===== src/design/assert_macros.svh =====
// Assertion macros shared by the scan obstacle avoidance steering block.
// Each macro samples on i_clk and is disabled while i_rst_n is low.
`ifndef ASSERT_MACROS_SVH
`define ASSERT_MACROS_SVH

// Checks that an expression holds at every clock edge.
`define SAOS_ASSERT_ALWAYS(label, expr, msg) \
    label: assert property (@(posedge i_clk) disable iff (!i_rst_n) (expr)) \
        else $error(msg);

// Checks that a consequent holds in the same cycle as its antecedent.
`define SAOS_ASSERT_IMPL(label, ante, cons, msg) \
    label: assert property (@(posedge i_clk) disable iff (!i_rst_n) (ante) |-> (cons)) \
        else $error(msg);

// Checks that a consequent holds in the cycle after its antecedent.
`define SAOS_ASSERT_NEXT(label, ante, cons, msg) \
    label: assert property (@(posedge i_clk) disable iff (!i_rst_n) (ante) |=> (cons)) \
        else $error(msg);

`endif


===== src/design/saos_pkg.sv =====
// Package for the scan obstacle avoidance steering block.
// Holds widths, register indexes, reset values, shared types and helpers.
// No dependencies.
package saos_pkg;

    localparam int MAX_SAMPLES_DEF = 512;
    localparam int QUEUE_DEPTH     = 2;

    localparam int RANGE_W     = 16;
    localparam int RND_W       = 6;
    localparam int SPEED_W     = 16;
    localparam int TURN_W      = 9;
    localparam int DEG_W       = 8;
    localparam int HOLD_W      = 8;
    localparam int COUNT_REG_W = 10;
    localparam int CFG_IDX_W   = 3;
    localparam int CFG_DATA_W  = 16;
    localparam int S_TDATA_W   = 24;
    localparam int M_TDATA_W   = 32;

    localparam logic [DEG_W-1:0] TURN_LIMIT = 8'd180;

    localparam logic [CFG_IDX_W-1:0] REG_MIN_FRONT    = 3'd0;
    localparam logic [CFG_IDX_W-1:0] REG_CRUISE_SPEED = 3'd1;
    localparam logic [CFG_IDX_W-1:0] REG_AVOID_TURN   = 3'd2;
    localparam logic [CFG_IDX_W-1:0] REG_SCAN_LEN     = 3'd3;
    localparam logic [CFG_IDX_W-1:0] REG_AVOID_HOLD   = 3'd4;
    localparam logic [CFG_IDX_W-1:0] REG_RANDOM_HOLD  = 3'd5;

    localparam logic [RANGE_W-1:0]     RST_MIN_FRONT    = 16'd750;
    localparam logic [SPEED_W-1:0]     RST_CRUISE_SPEED = 16'd400;
    localparam logic [DEG_W-1:0]       RST_AVOID_TURN   = 8'd60;
    localparam logic [COUNT_REG_W-1:0] RST_SCAN_LEN     = 10'd361;
    localparam logic [HOLD_W-1:0]      RST_AVOID_HOLD   = 8'd15;
    localparam logic [HOLD_W-1:0]      RST_RANDOM_HOLD  = 8'd50;

    typedef struct packed {
        logic [RANGE_W-1:0]     min_front_distance;
        logic [SPEED_W-1:0]     cruise_speed;
        logic [DEG_W-1:0]       avoid_turn_deg;
        logic [COUNT_REG_W-1:0] scan_len;
        logic [HOLD_W-1:0]      avoid_hold;
        logic [HOLD_W-1:0]      random_hold;
    } t_cfg;

    typedef struct packed {
        logic                    obstacle;
        logic                    left_nearer;
        logic signed [RND_W-1:0] random_turn;
    } t_scan_summary;

    function automatic logic [HOLD_W-1:0] hold_value(input logic [HOLD_W-1:0] h);
        return (h == '0) ? HOLD_W'(1) : h;
    endfunction

endpackage


===== src/design/saos_front.sv =====
// Front part: accepts range samples, keeps the per-scan obstacle flag and side
// minimums, and pushes one scan summary per finished scan. Depends on saos_pkg.
`include "assert_macros.svh"
module saos_front #(
    parameter int MAX_SAMPLES = saos_pkg::MAX_SAMPLES_DEF
) (
    input  logic                                i_clk,
    input  logic                                i_rst_n,
    input  saos_pkg::t_cfg                      i_cfg,
    input  logic                                i_valid,
    output logic                                o_ready,
    input  logic [saos_pkg::RANGE_W-1:0]        i_range,
    input  logic signed [saos_pkg::RND_W-1:0]   i_random_turn,
    input  logic                                i_full,
    output logic                                o_push,
    output saos_pkg::t_scan_summary             o_summary
);
    import saos_pkg::*;

    localparam int IW = (MAX_SAMPLES > 2) ? $clog2(MAX_SAMPLES) : 1;
    localparam int CW = $clog2(MAX_SAMPLES + 1);
    localparam int EW = (CW > COUNT_REG_W) ? CW : COUNT_REG_W;

    logic [IW-1:0]      r_index, n_index;
    logic               r_obstacle, n_obstacle;
    logic [RANGE_W-1:0] r_left, n_left;
    logic [RANGE_W-1:0] r_right, n_right;

    logic [EW-1:0]      w_count_raw;
    logic [EW-1:0]      w_count;
    logic [EW-1:0]      w_half;
    logic [EW-1:0]      w_index;
    logic [EW-1:0]      w_index_inc;
    logic               w_last;
    logic               w_accept;
    logic               w_obstacle;
    logic [RANGE_W-1:0] w_left;
    logic [RANGE_W-1:0] w_right;

    always_comb begin
        w_count_raw = EW'(i_cfg.scan_len);
        if (w_count_raw < EW'(2)) begin
            w_count = EW'(2);
        end else if (w_count_raw > EW'(MAX_SAMPLES)) begin
            w_count = EW'(MAX_SAMPLES);
        end else begin
            w_count = w_count_raw;
        end
        w_half      = w_count >> 1;
        w_index     = EW'(r_index);
        w_index_inc = w_index + EW'(1);
        w_last      = (w_index_inc >= w_count);

        o_ready  = !i_full;
        w_accept = i_valid && o_ready;

        w_obstacle = r_obstacle || (i_range < i_cfg.min_front_distance);
        w_left     = r_left;
        w_right    = r_right;
        if ((w_index > w_half) && (i_range < r_left)) begin
            w_left = i_range;
        end
        if ((w_index < w_half) && (i_range < r_right)) begin
            w_right = i_range;
        end

        n_index    = r_index;
        n_obstacle = r_obstacle;
        n_left     = r_left;
        n_right    = r_right;
        if (w_accept) begin
            if (w_last) begin
                n_index    = '0;
                n_obstacle = 1'b0;
                n_left     = '1;
                n_right    = '1;
            end else begin
                n_index    = w_index_inc[IW-1:0];
                n_obstacle = w_obstacle;
                n_left     = w_left;
                n_right    = w_right;
            end
        end

        o_push                = w_accept && w_last;
        o_summary.obstacle    = w_obstacle;
        o_summary.left_nearer = (w_left < w_right);
        o_summary.random_turn = i_random_turn;
    end

    always_ff @(posedge i_clk) begin
        if (!i_rst_n) begin
            r_index    <= '0;
            r_obstacle <= 1'b0;
            r_left     <= '1;
            r_right    <= '1;
        end else begin
            r_index    <= n_index;
            r_obstacle <= n_obstacle;
            r_left     <= n_left;
            r_right    <= n_right;
        end
    end

    `SAOS_ASSERT_ALWAYS(a_index_in_range, EW'(r_index) < EW'(MAX_SAMPLES), "index out of range")
    `SAOS_ASSERT_IMPL(a_push_needs_room, o_push, !i_full, "summary pushed into a full queue")
    `SAOS_ASSERT_NEXT(a_scan_restarts, o_push, (r_index == '0) && !r_obstacle, "no restart")

endmodule


===== src/design/saos_fifo.sv =====
// Short queue of scan summaries between the front and back parts.
// Depends on saos_pkg for the summary type.
`include "assert_macros.svh"
module saos_fifo #(
    parameter int DEPTH = saos_pkg::QUEUE_DEPTH
) (
    input  logic                    i_clk,
    input  logic                    i_rst_n,
    input  logic                    i_push,
    input  saos_pkg::t_scan_summary i_data,
    output logic                    o_full,
    input  logic                    i_pop,
    output logic                    o_valid,
    output saos_pkg::t_scan_summary o_data
);
    import saos_pkg::*;

    localparam int PW = (DEPTH > 1) ? $clog2(DEPTH) : 1;
    localparam int NW = $clog2(DEPTH + 1);

    t_scan_summary r_mem [DEPTH];
    logic [PW-1:0] r_wr_ptr, n_wr_ptr;
    logic [PW-1:0] r_rd_ptr, n_rd_ptr;
    logic [NW-1:0] r_count, n_count;

    always_comb begin
        o_full  = (r_count == NW'(DEPTH));
        o_valid = (r_count != '0);
        o_data  = r_mem[r_rd_ptr];

        n_wr_ptr = r_wr_ptr;
        n_rd_ptr = r_rd_ptr;
        n_count  = r_count;
        if (i_push) begin
            n_wr_ptr = (r_wr_ptr == PW'(DEPTH - 1)) ? '0 : r_wr_ptr + PW'(1);
        end
        if (i_pop) begin
            n_rd_ptr = (r_rd_ptr == PW'(DEPTH - 1)) ? '0 : r_rd_ptr + PW'(1);
        end
        if (i_push && !i_pop) begin
            n_count = r_count + NW'(1);
        end else if (i_pop && !i_push) begin
            n_count = r_count - NW'(1);
        end
    end

    always_ff @(posedge i_clk) begin
        if (i_push) begin
            r_mem[r_wr_ptr] <= i_data;
        end
    end

    always_ff @(posedge i_clk) begin
        if (!i_rst_n) begin
            r_wr_ptr <= '0;
            r_rd_ptr <= '0;
            r_count  <= '0;
        end else begin
            r_wr_ptr <= n_wr_ptr;
            r_rd_ptr <= n_rd_ptr;
            r_count  <= n_count;
        end
    end

    `SAOS_ASSERT_ALWAYS(a_count_bound, r_count <= NW'(DEPTH), "queue count beyond depth")
    `SAOS_ASSERT_IMPL(a_no_underflow, i_pop, o_valid, "pop from an empty queue")
    `SAOS_ASSERT_IMPL(a_no_overflow, i_push && !i_pop, !o_full, "push into a full queue")

endmodule


===== src/design/saos_back.sv =====
// Back part: turns each scan summary into a speed and turn command, keeps the
// avoid and random hold counters, and drives the output register. Uses saos_pkg.
`include "assert_macros.svh"
module saos_back (
    input  logic                                i_clk,
    input  logic                                i_rst_n,
    input  saos_pkg::t_cfg                      i_cfg,
    input  logic                                i_valid,
    input  saos_pkg::t_scan_summary             i_summary,
    output logic                                o_pop,
    output logic                                o_tvalid,
    input  logic                                i_tready,
    output logic [saos_pkg::SPEED_W-1:0]        o_speed,
    output logic signed [saos_pkg::TURN_W-1:0]  o_turn,
    output logic                                o_avoiding
);
    import saos_pkg::*;

    logic [HOLD_W-1:0]        r_avoid_rem, n_avoid_rem;
    logic [HOLD_W-1:0]        r_random_rem, n_random_rem;
    logic signed [TURN_W-1:0] r_held, n_held;
    logic                     r_out_valid, n_out_valid;
    logic [SPEED_W-1:0]       r_speed, n_speed;
    logic                     r_avoiding, n_avoiding;

    logic [DEG_W-1:0]         w_mag_u;
    logic signed [TURN_W-1:0] w_mag;
    logic signed [TURN_W-1:0] w_rnd;
    logic [HOLD_W-1:0]        w_rem;
    logic                     w_load;

    always_comb begin
        w_mag_u = (i_cfg.avoid_turn_deg > TURN_LIMIT) ? TURN_LIMIT : i_cfg.avoid_turn_deg;
        w_mag   = $signed(TURN_W'(w_mag_u));
        w_rnd   = {{(TURN_W - RND_W){i_summary.random_turn[RND_W-1]}}, i_summary.random_turn};
        w_load  = i_valid && (!r_out_valid || i_tready);
        o_pop   = w_load;

        n_avoid_rem  = r_avoid_rem;
        n_random_rem = r_random_rem;
        n_held       = r_held;
        n_speed      = r_speed;
        n_avoiding   = r_avoiding;
        n_out_valid  = r_out_valid && !i_tready;
        w_rem        = '0;

        if (w_load) begin
            n_out_valid = 1'b1;
            if (i_summary.obstacle || (r_avoid_rem != '0)) begin
                n_speed    = '0;
                n_avoiding = 1'b1;
                w_rem      = r_avoid_rem;
                if (r_avoid_rem == '0) begin
                    w_rem        = hold_value(i_cfg.avoid_hold);
                    n_random_rem = '0;
                    n_held       = i_summary.left_nearer ? -w_mag : w_mag;
                end
                n_avoid_rem = w_rem - HOLD_W'(1);
            end else begin
                n_speed    = i_cfg.cruise_speed;
                n_avoiding = 1'b0;
                w_rem      = r_random_rem;
                if (r_random_rem == '0) begin
                    w_rem  = hold_value(i_cfg.random_hold);
                    n_held = w_rnd;
                end
                n_random_rem = w_rem - HOLD_W'(1);
            end
        end

        o_tvalid   = r_out_valid;
        o_speed    = r_speed;
        o_turn     = r_held;
        o_avoiding = r_avoiding;
    end

    always_ff @(posedge i_clk) begin
        if (!i_rst_n) begin
            r_avoid_rem  <= '0;
            r_random_rem <= '0;
            r_held       <= '0;
            r_out_valid  <= 1'b0;
        end else begin
            r_avoid_rem  <= n_avoid_rem;
            r_random_rem <= n_random_rem;
            r_held       <= n_held;
            r_out_valid  <= n_out_valid;
        end
    end

    always_ff @(posedge i_clk) begin
        r_speed    <= n_speed;
        r_avoiding <= n_avoiding;
    end

    `SAOS_ASSERT_IMPL(a_avoid_stops, r_out_valid && r_avoiding, r_speed == '0, "moving while avoiding")
    `SAOS_ASSERT_ALWAYS(a_avoid_rem_bound, r_avoid_rem != '1, "avoid hold counter wrapped")
    `SAOS_ASSERT_NEXT(a_avoid_resets_random, w_load && n_avoiding, r_random_rem == '0, "random hold kept during avoidance")

endmodule


===== src/design/scan_obstacle_avoid_steer.sv =====
// Scan obstacle avoidance steering: one range sample per cycle while the queue has room, one command per scan.
// A scan's summary enters the queue when its last sample is accepted; the back part then registers its command.
// Throughput: one sample per cycle; the back part issues one queued command per cycle unless the output is stalled.
// The front stalls only when the two-entry summary queue is full.
// Reset (synchronous, active low) loads register defaults and clears scan and hold state.
// Depends on saos_pkg, saos_front, saos_fifo and saos_back.
module scan_obstacle_avoid_steer #(
    parameter int MAX_SAMPLES = saos_pkg::MAX_SAMPLES_DEF
) (
    input  logic                                i_clk,
    input  logic                                i_rst_n,
    input  logic                                i_cfg_we,
    input  logic [saos_pkg::CFG_IDX_W-1:0]      i_cfg_index,
    input  logic [saos_pkg::CFG_DATA_W-1:0]     i_cfg_data,
    input  logic                                s_axis_tvalid,
    output logic                                s_axis_tready,
    // range_mm [15:0], random_turn_deg [21:16], zero [23:22]
    input  logic [saos_pkg::S_TDATA_W-1:0]      s_axis_tdata,
    output logic                                m_axis_tvalid,
    input  logic                                m_axis_tready,
    // speed_mm_s [15:0], turn_rate_deg [24:16], zero [31:25]
    output logic [saos_pkg::M_TDATA_W-1:0]      m_axis_tdata,
    // avoiding [0]
    output logic                                m_axis_tuser
);
    import saos_pkg::*;

    t_cfg                     r_cfg;
    t_scan_summary            w_push_data;
    t_scan_summary            w_pop_data;
    logic                     w_push;
    logic                     w_full;
    logic                     w_pop;
    logic                     w_queue_valid;
    logic [SPEED_W-1:0]       w_speed;
    logic signed [TURN_W-1:0] w_turn;

    always_ff @(posedge i_clk) begin
        if (!i_rst_n) begin
            r_cfg.min_front_distance <= RST_MIN_FRONT;
            r_cfg.cruise_speed       <= RST_CRUISE_SPEED;
            r_cfg.avoid_turn_deg     <= RST_AVOID_TURN;
            r_cfg.scan_len           <= RST_SCAN_LEN;
            r_cfg.avoid_hold         <= RST_AVOID_HOLD;
            r_cfg.random_hold        <= RST_RANDOM_HOLD;
        end else if (i_cfg_we) begin
            case (i_cfg_index)
                REG_MIN_FRONT:    r_cfg.min_front_distance <= i_cfg_data[RANGE_W-1:0];
                REG_CRUISE_SPEED: r_cfg.cruise_speed       <= i_cfg_data[SPEED_W-1:0];
                REG_AVOID_TURN:   r_cfg.avoid_turn_deg     <= i_cfg_data[DEG_W-1:0];
                REG_SCAN_LEN:     r_cfg.scan_len           <= i_cfg_data[COUNT_REG_W-1:0];
                REG_AVOID_HOLD:   r_cfg.avoid_hold         <= i_cfg_data[HOLD_W-1:0];
                REG_RANDOM_HOLD:  r_cfg.random_hold        <= i_cfg_data[HOLD_W-1:0];
                default: begin
                end
            endcase
        end
    end

    saos_front #(
        .MAX_SAMPLES (MAX_SAMPLES)
    ) u_front (
        .i_clk         (i_clk),
        .i_rst_n       (i_rst_n),
        .i_cfg         (r_cfg),
        .i_valid       (s_axis_tvalid),
        .o_ready       (s_axis_tready),
        .i_range       (s_axis_tdata[RANGE_W-1:0]),
        .i_random_turn ($signed(s_axis_tdata[RANGE_W+RND_W-1:RANGE_W])),
        .i_full        (w_full),
        .o_push        (w_push),
        .o_summary     (w_push_data)
    );

    saos_fifo #(
        .DEPTH (QUEUE_DEPTH)
    ) u_fifo (
        .i_clk   (i_clk),
        .i_rst_n (i_rst_n),
        .i_push  (w_push),
        .i_data  (w_push_data),
        .o_full  (w_full),
        .i_pop   (w_pop),
        .o_valid (w_queue_valid),
        .o_data  (w_pop_data)
    );

    saos_back u_back (
        .i_clk      (i_clk),
        .i_rst_n    (i_rst_n),
        .i_cfg      (r_cfg),
        .i_valid    (w_queue_valid),
        .i_summary  (w_pop_data),
        .o_pop      (w_pop),
        .o_tvalid   (m_axis_tvalid),
        .i_tready   (m_axis_tready),
        .o_speed    (w_speed),
        .o_turn     (w_turn),
        .o_avoiding (m_axis_tuser)
    );

    assign m_axis_tdata = {{(M_TDATA_W - SPEED_W - TURN_W){1'b0}}, w_turn, w_speed};

endmodule


===== config.mk =====
export PLATFORM = sky130hd
export DESIGN_NAME = scan_obstacle_avoid_steer
export DESIGN_NICKNAME = d
export VERILOG_FILES = /design/src/design/saos_pkg.sv /design/src/design/saos_front.sv /design/src/design/saos_fifo.sv /design/src/design/saos_back.sv /design/src/design/scan_obstacle_avoid_steer.sv
export VERILOG_INCLUDE_DIRS = /design/src /design/src/design
export SDC_FILE = /design/constraint.sdc
export NUM_CORES = 1
export LEC_CHECK = 0
export ABC_AREA = 1
export BUFFER_PORTS_ARGS = -buffer_cell sky130_fd_sc_hd__buf_2
export CAP_MARGIN = 25
export CORE_AREA = 2 2 123 125
export CTS_CLUSTER_SIZE = 20
export DETAILED_ROUTE_END_ITERATION = 8
export DIE_AREA = 0 0 125 127
export HOLD_SLACK_MARGIN = 0.03
export PLACE_DENSITY = 0.9
export SLEW_MARGIN = 20
export SYNTH_ARGS = -nofsm -noshare
export SYNTH_HDL_FRONTEND = slang
export SYNTH_SLANG_ARGS = --single-unit

===== constraint.sdc =====
create_clock -name i_clk -period 7.2 [get_ports i_clk]
set_input_delay 0 -clock i_clk [delete_from_list [all_inputs] [get_ports i_clk]]
set_output_delay 0 -clock i_clk [all_outputs]
set_load 0.005 [all_outputs]

Yosys cells after proc, flatten, opt, wreduce, memory -nomap -nowiden --
Memory sizes are Yosys's and may differ from the RTL's. A register that Yosys moved wholly into a read port is not among the register bits. Cells that the tools add are included.
Word-level totals: register bits 155, memory bits (writable) 16, input port bits 48, output and inout port bits 35, logic and storage cells 112, memories kept 1
Memories:
- u_fifo.r_mem | depth 2, width 8, rd ports 1, clocked after Yosys merged registers in 1, write ports 1, line saos_fifo.sv:21 | t_scan_summary r_mem [DEPTH];
Cells by class: add/sub/neg operators 8, $lt $le $gt $ge 10, eq/ne operators 7, mux-type cells 33, reductions and logical operators 34
Operators by type and width (number):
- two-way mux 8 bit | 11
- < comparator 16 bit | 4
- two-way mux 16 bit | 4
- two-way mux 9 bit | 5
- zero test 8 bit | 4
- two-way mux 10 bit | 2
- AND reduction 2 bit | 8
- subtractor 8 x 1 -> 8 bit (second input constant) | 2
- adder 9 x 1 -> 10 bit (second input constant) | 1
- greater-or-equal comparator 10 bit | 1
- greater-than comparator 10 bit (second input constant) | 1
- < comparator 10 x 2 -> 1 bit (second input constant) | 1
- greater-than comparator 9 bit | 1
- < comparator 9 bit | 1
- two-way mux 1 bit | 9
- negation 8 -> 9 bit | 1
- greater-than comparator 8 bit (second input constant) | 1
- logical AND 1 bit | 8
- nonzero test 8 bit | 1
- == test 3 x 2 -> 1 bit (second input constant) | 2
- == test 3 bit (second input constant) | 2
- nonzero test 2 bit | 3
- zero test 1 bit | 5
- two-way mux 2 bit | 2
- other kinds (9) | 12

Longest topological paths before layout --
depth after elaboration 9, depth in mapped cells 24

Cells and area by module --
From an unflattened synthesis, not the netlist that was laid out.
Second synthesis, totals: cell total of the unflattened synthesis 1372, area, all modules 10005.8 sq um
By module, submodules not included:
- saos_front | times used 1, cells an instance 599, area each 4107.7 sq um
- scan_obstacle_avoid_steer | times used 1, cells an instance 372, area each 2642.5 sq um
- saos_back | times used 1, cells an instance 341, area each 2413.6 sq um
- saos_fifo | times used 1, cells an instance 60, area each 842.1 sq um

Worst setup path after synthesis --
OpenSTA, ideal clock, no wires.
kind register -> register, from register r_cfg[17] (netlist bit), to memory u_fifo.r_mem[0][6] (netlist bit), data pin, data arrival time 3.183 ns, required time 6.937 ns, path slack 3.754 ns, stages on the path, launching flop included 19, clock period less this slack 3.446 ns, cells stage by stage dfxtp_1 nor3_1 nand4_1 o41ai_2 nand2_1 ha_1 nand2_1 nor2_2 a21boi_1 nor2_1 nor2_1 nand2_1 buf_2 o21ai_0 inv_1 ha_1 nand4_1 o221ai_1 a21oi_1
RTL lines:
- start, declared | line scan_obstacle_avoid_steer.sv:28 | t_cfg r_cfg;
- end, declared | line saos_fifo.sv:21

==> run summary <==
Worst Hold End -> u_front.r_right[11]
WL final -> 21.9 mm
post-route cell area -> 0.0107 mm2
post-CTS setup buffer count -> 0
Peak Freq -> 209 MHz
DIE AREA -> 0.0159 mm2
commonest non-fill, non-tap cells in the layout -> nand2_1, inv_1, dfxtp_1, nor2_1, a21oi_1
area grow syn2layout -> 14.5%
WL/cell -> 14.8 um
max cap viols -> 0
initial cell density of the core -> 64.7%
switching share of power -> 36.7%
Via density -> 5.66
clk slew on worst S/H paths -> 0.07 ns
required time worst endpoint -> 7.43 ns
initial antenna violation count -> 0
Lkg Pwr -> 0.00506 uW
Hold Vio Cnt, Final -> 0
worst-path maximum fanout -> 31
most common cell after layout, fill and taps aside -> nand2_1
Int Pwr -> 2110 uW
H-tree level count -> 4
top cell type's share of synthesized area -> 29.8%
critical path buffer and inverter count -> 0
synthesized flop and latch total -> 172
fin nets -> 1415
mapped cell area -> 0.00934 mm2
HP Start -> s_axis_tdata[11]
row cnt -> 44
overall routing resource usage -> 28.0%
PortBufs -> 73
power density over the cells -> 311 mW/mm2
Final Cycle Share -> 66.6%
IO Count -> 83
most area-consuming cells after synthesis -> dfxtp_1, ha_1, edfxtp_1
final core utilization -> 74.1%
CTS Buffer Depth -> 2
delay-heaviest family, CP -> compound AO/OA/AOI/OAI gates
DP HPWL -> 15.1 mm
CP Cell Sequence -> nor3_1 > nand4_1 > o41ai_2 > nand2_1 > ha_1 > a21oi_1 > nand2_1 > nand2_1 > nand3_1 > nor2_1 > nand2_1 > o21ai_1 > ha_1 > a21oi_1 > nor2_1 > a211oi_1 > o221ai_1 > a21oi_1
clock power share -> 27.3%
CTS buffer count -> 17
first-pass iteration count of the detailed router -> 5
Comb pwr share -> 35.2%
clock tree sinks -> 172
GPL Wtd Cong -> 0.879
WHS Path Cells -> 3
1st-iter DRT viols -> 615
# setup viols final -> 0
Reg2Reg Launch Point -> r_cfg[18]
CP max-delay cell -> nand2_1
TritonCTS clock tree -> yes
vias in the first global route -> 7956
critical path depth in cells -> 18
worst reg2reg endpoint -> u_fifo.r_mem[0][6]
RSZ-0062 raised after global routing -> false
Cells after Synth -> 1192
reg2reg path depth -> 18
CP endpoint kind -> flip-flop
Crit path top cell by count -> nand2_1
switching pwr -> 1220 uW
VDD IR max -> 0.187 mV
min-delay worst type -> primary input to flip-flop
DP Area -> 0.00978 mm2
GRT overflow -> 0
vias -> 8377
Synth Area per Inst -> 7.83 um2
Worst slew margin -> 36.0%
delay of the slowest critical-path stage -> 0.59 ns
pin count of the biggest net entering global routing -> 83
clock latency on the worst-skew pair -> 0.43 ns
first-pass GRT wire length -> 36.4 mm
die height -> 127 um
outcome -> finished, final reports clean
Crit Path Class -> flip-flop to flip-flop
top_reg_cell synth -> dfxtp_1
Core Box Area -> 0.0144 mm2
Worst-Margin Slew -> 0.958 ns
Remaining DRCs -> 0
synth warn -> 0
Synth cell types -> 53
diode count -> 0
crit path time final -> 4.79 ns
ratio of cells with drive above 1 in the final layout -> 12.1%
Post-synth EDFFs -> 33
dominant cell type by area after synthesis -> dfxtp_1
CTS Root Cell -> clkbuf_16
R2R setup slack -> 2.41 ns
die width -> 125 um
Setup Skew -> 0.00875 ns
pins over their slew limit -> 0
Routed Antenna Nets -> 0
Flop pwr share -> 37.5%
crit path launch type -> flip-flop
ys async rst share -> 0%
data arrival time of the worst path -> 5.03 ns
setup_tns -> 0 ns
sequential share of the synthesized area -> 40.4%
## worst min-delay path: stages
cell and delay [ns]:
buf_2 0.15, o21ai_1 0.12, o211ai_1 0.16
## cells in the mapped netlist (2+ instances only)
cell type	count
a211oi_1	2
a21o_1	2
a21oi_1	111
a21oi_2	13
a22oi_1	5
a31oi_1	5
buf_2	13
buf_4	7
clkbuf_1	23
clkinv_1	2
dfxtp_1	139
edfxtp_1	33
ha_1	84
inv_1	141
inv_2	6
inv_4	4
nand2_1	229
nand2_2	2
nand3_1	35
nand3b_1	4
nand4_1	10
nor2_1	119
nor2_2	4
nor2_8	2
nor3_1	7
nor3_2	2
nor4_1	5
o211ai_1	54
o21ai_0	80
o21ai_1	12
o21ai_2	3
o21ai_4	2
or2_2	2
xnor2_1	3
xor2_1	9
## state kept, by name, summed over array words and instances (netlist names), 2 cells and up, named ones only
name	cells
r_cfg	66
u_back.o_speed	16
u_fifo.r_mem	16
u_front.r_left	16
u_front.r_right	16
u_back.o_turn	9
u_front.r_index	9
u_back.r_avoid_rem	8
u_back.r_random_rem	8
u_fifo.r_count	2
## kinds of logic (layout without fill, tap and decap cells)
family                     Yosys count  after routing  share of synthesized area, %
and+or+nand+nor                    427            427                          19.4
AOI/OAI and AO/OA                  299            299                          19.2
buffers and inverters              197            295                          8.56
DFF                                172            172                          40.4
adders and majority gates           84             84                          11.3
xor gates and xnor gates            12             12                          1.13
other                                1              7                        0.0402
## layer usage
metal  GRT usage, %  part of all wire [%]
met1           35.5                    44
met2           47.8                    48
met3           4.69                   6.2
met4           11.3                   2.5
met5              0                     0
## per-stage QoR
stage	worst slack (ns)	cells	hold slack [ns]	power (uW)
after floorplan	3.75	1198	0.0989	2120
after global placement	2.70	1416	0.188	2350
after detailed placement	2.55	1416	0.193	2400
after CTS	2.47	1480	0.0346	3330
after global routing	1.95	1480	0.0484	3560
final	2.41	1480	0.0383	3330
## final cells by class
cell class | count | area, um2
clock buffer | 23 | 509
inverter | 153 | 584
sequential | 172 | 3770
timing repair buffer | 110 | 723
tap | 184 | 230
multi-input combinational | 829 | 4780
fill | 1018 | 3740
clock inverter | 9 | 82.6
## power by group through the flow
stage | clock, uW | combinational [uW] | sequential (uW)
final | 908 | 1170 | 1250
after global routing | 962 | 1330 | 1260
after CTS | 918 | 1160 | 1240
after detailed placement | 0 | 1140 | 1260
after global placement | 0 | 1100 | 1260
after floorplan | 0 | 870 | 1250
## what timing repair did
| item | CTS | global route |
|---|---|---|
| hold buffers | 32 | 0 |
| gates resized for setup | 0 | 0 |
| hold endpoints to repair | 87 | 0 |
## worst max-delay path by stage
stage	to	slack (ns)	start
final	u_fifo.r_mem[0][6]	2.41	r_cfg[18]
after detailed placement	u_fifo.r_mem[0][6]	2.55	r_cfg[17]
after global placement	u_fifo.r_mem[0][6]	2.70	r_cfg[17]
after global routing	u_fifo.r_mem[0][6]	1.95	r_cfg[18]
after floorplan	u_fifo.r_mem[0][6]	3.75	r_cfg[17]
after CTS	u_fifo.r_mem[0][6]	2.47	r_cfg[18]
(Power assumes the default switching activity.)
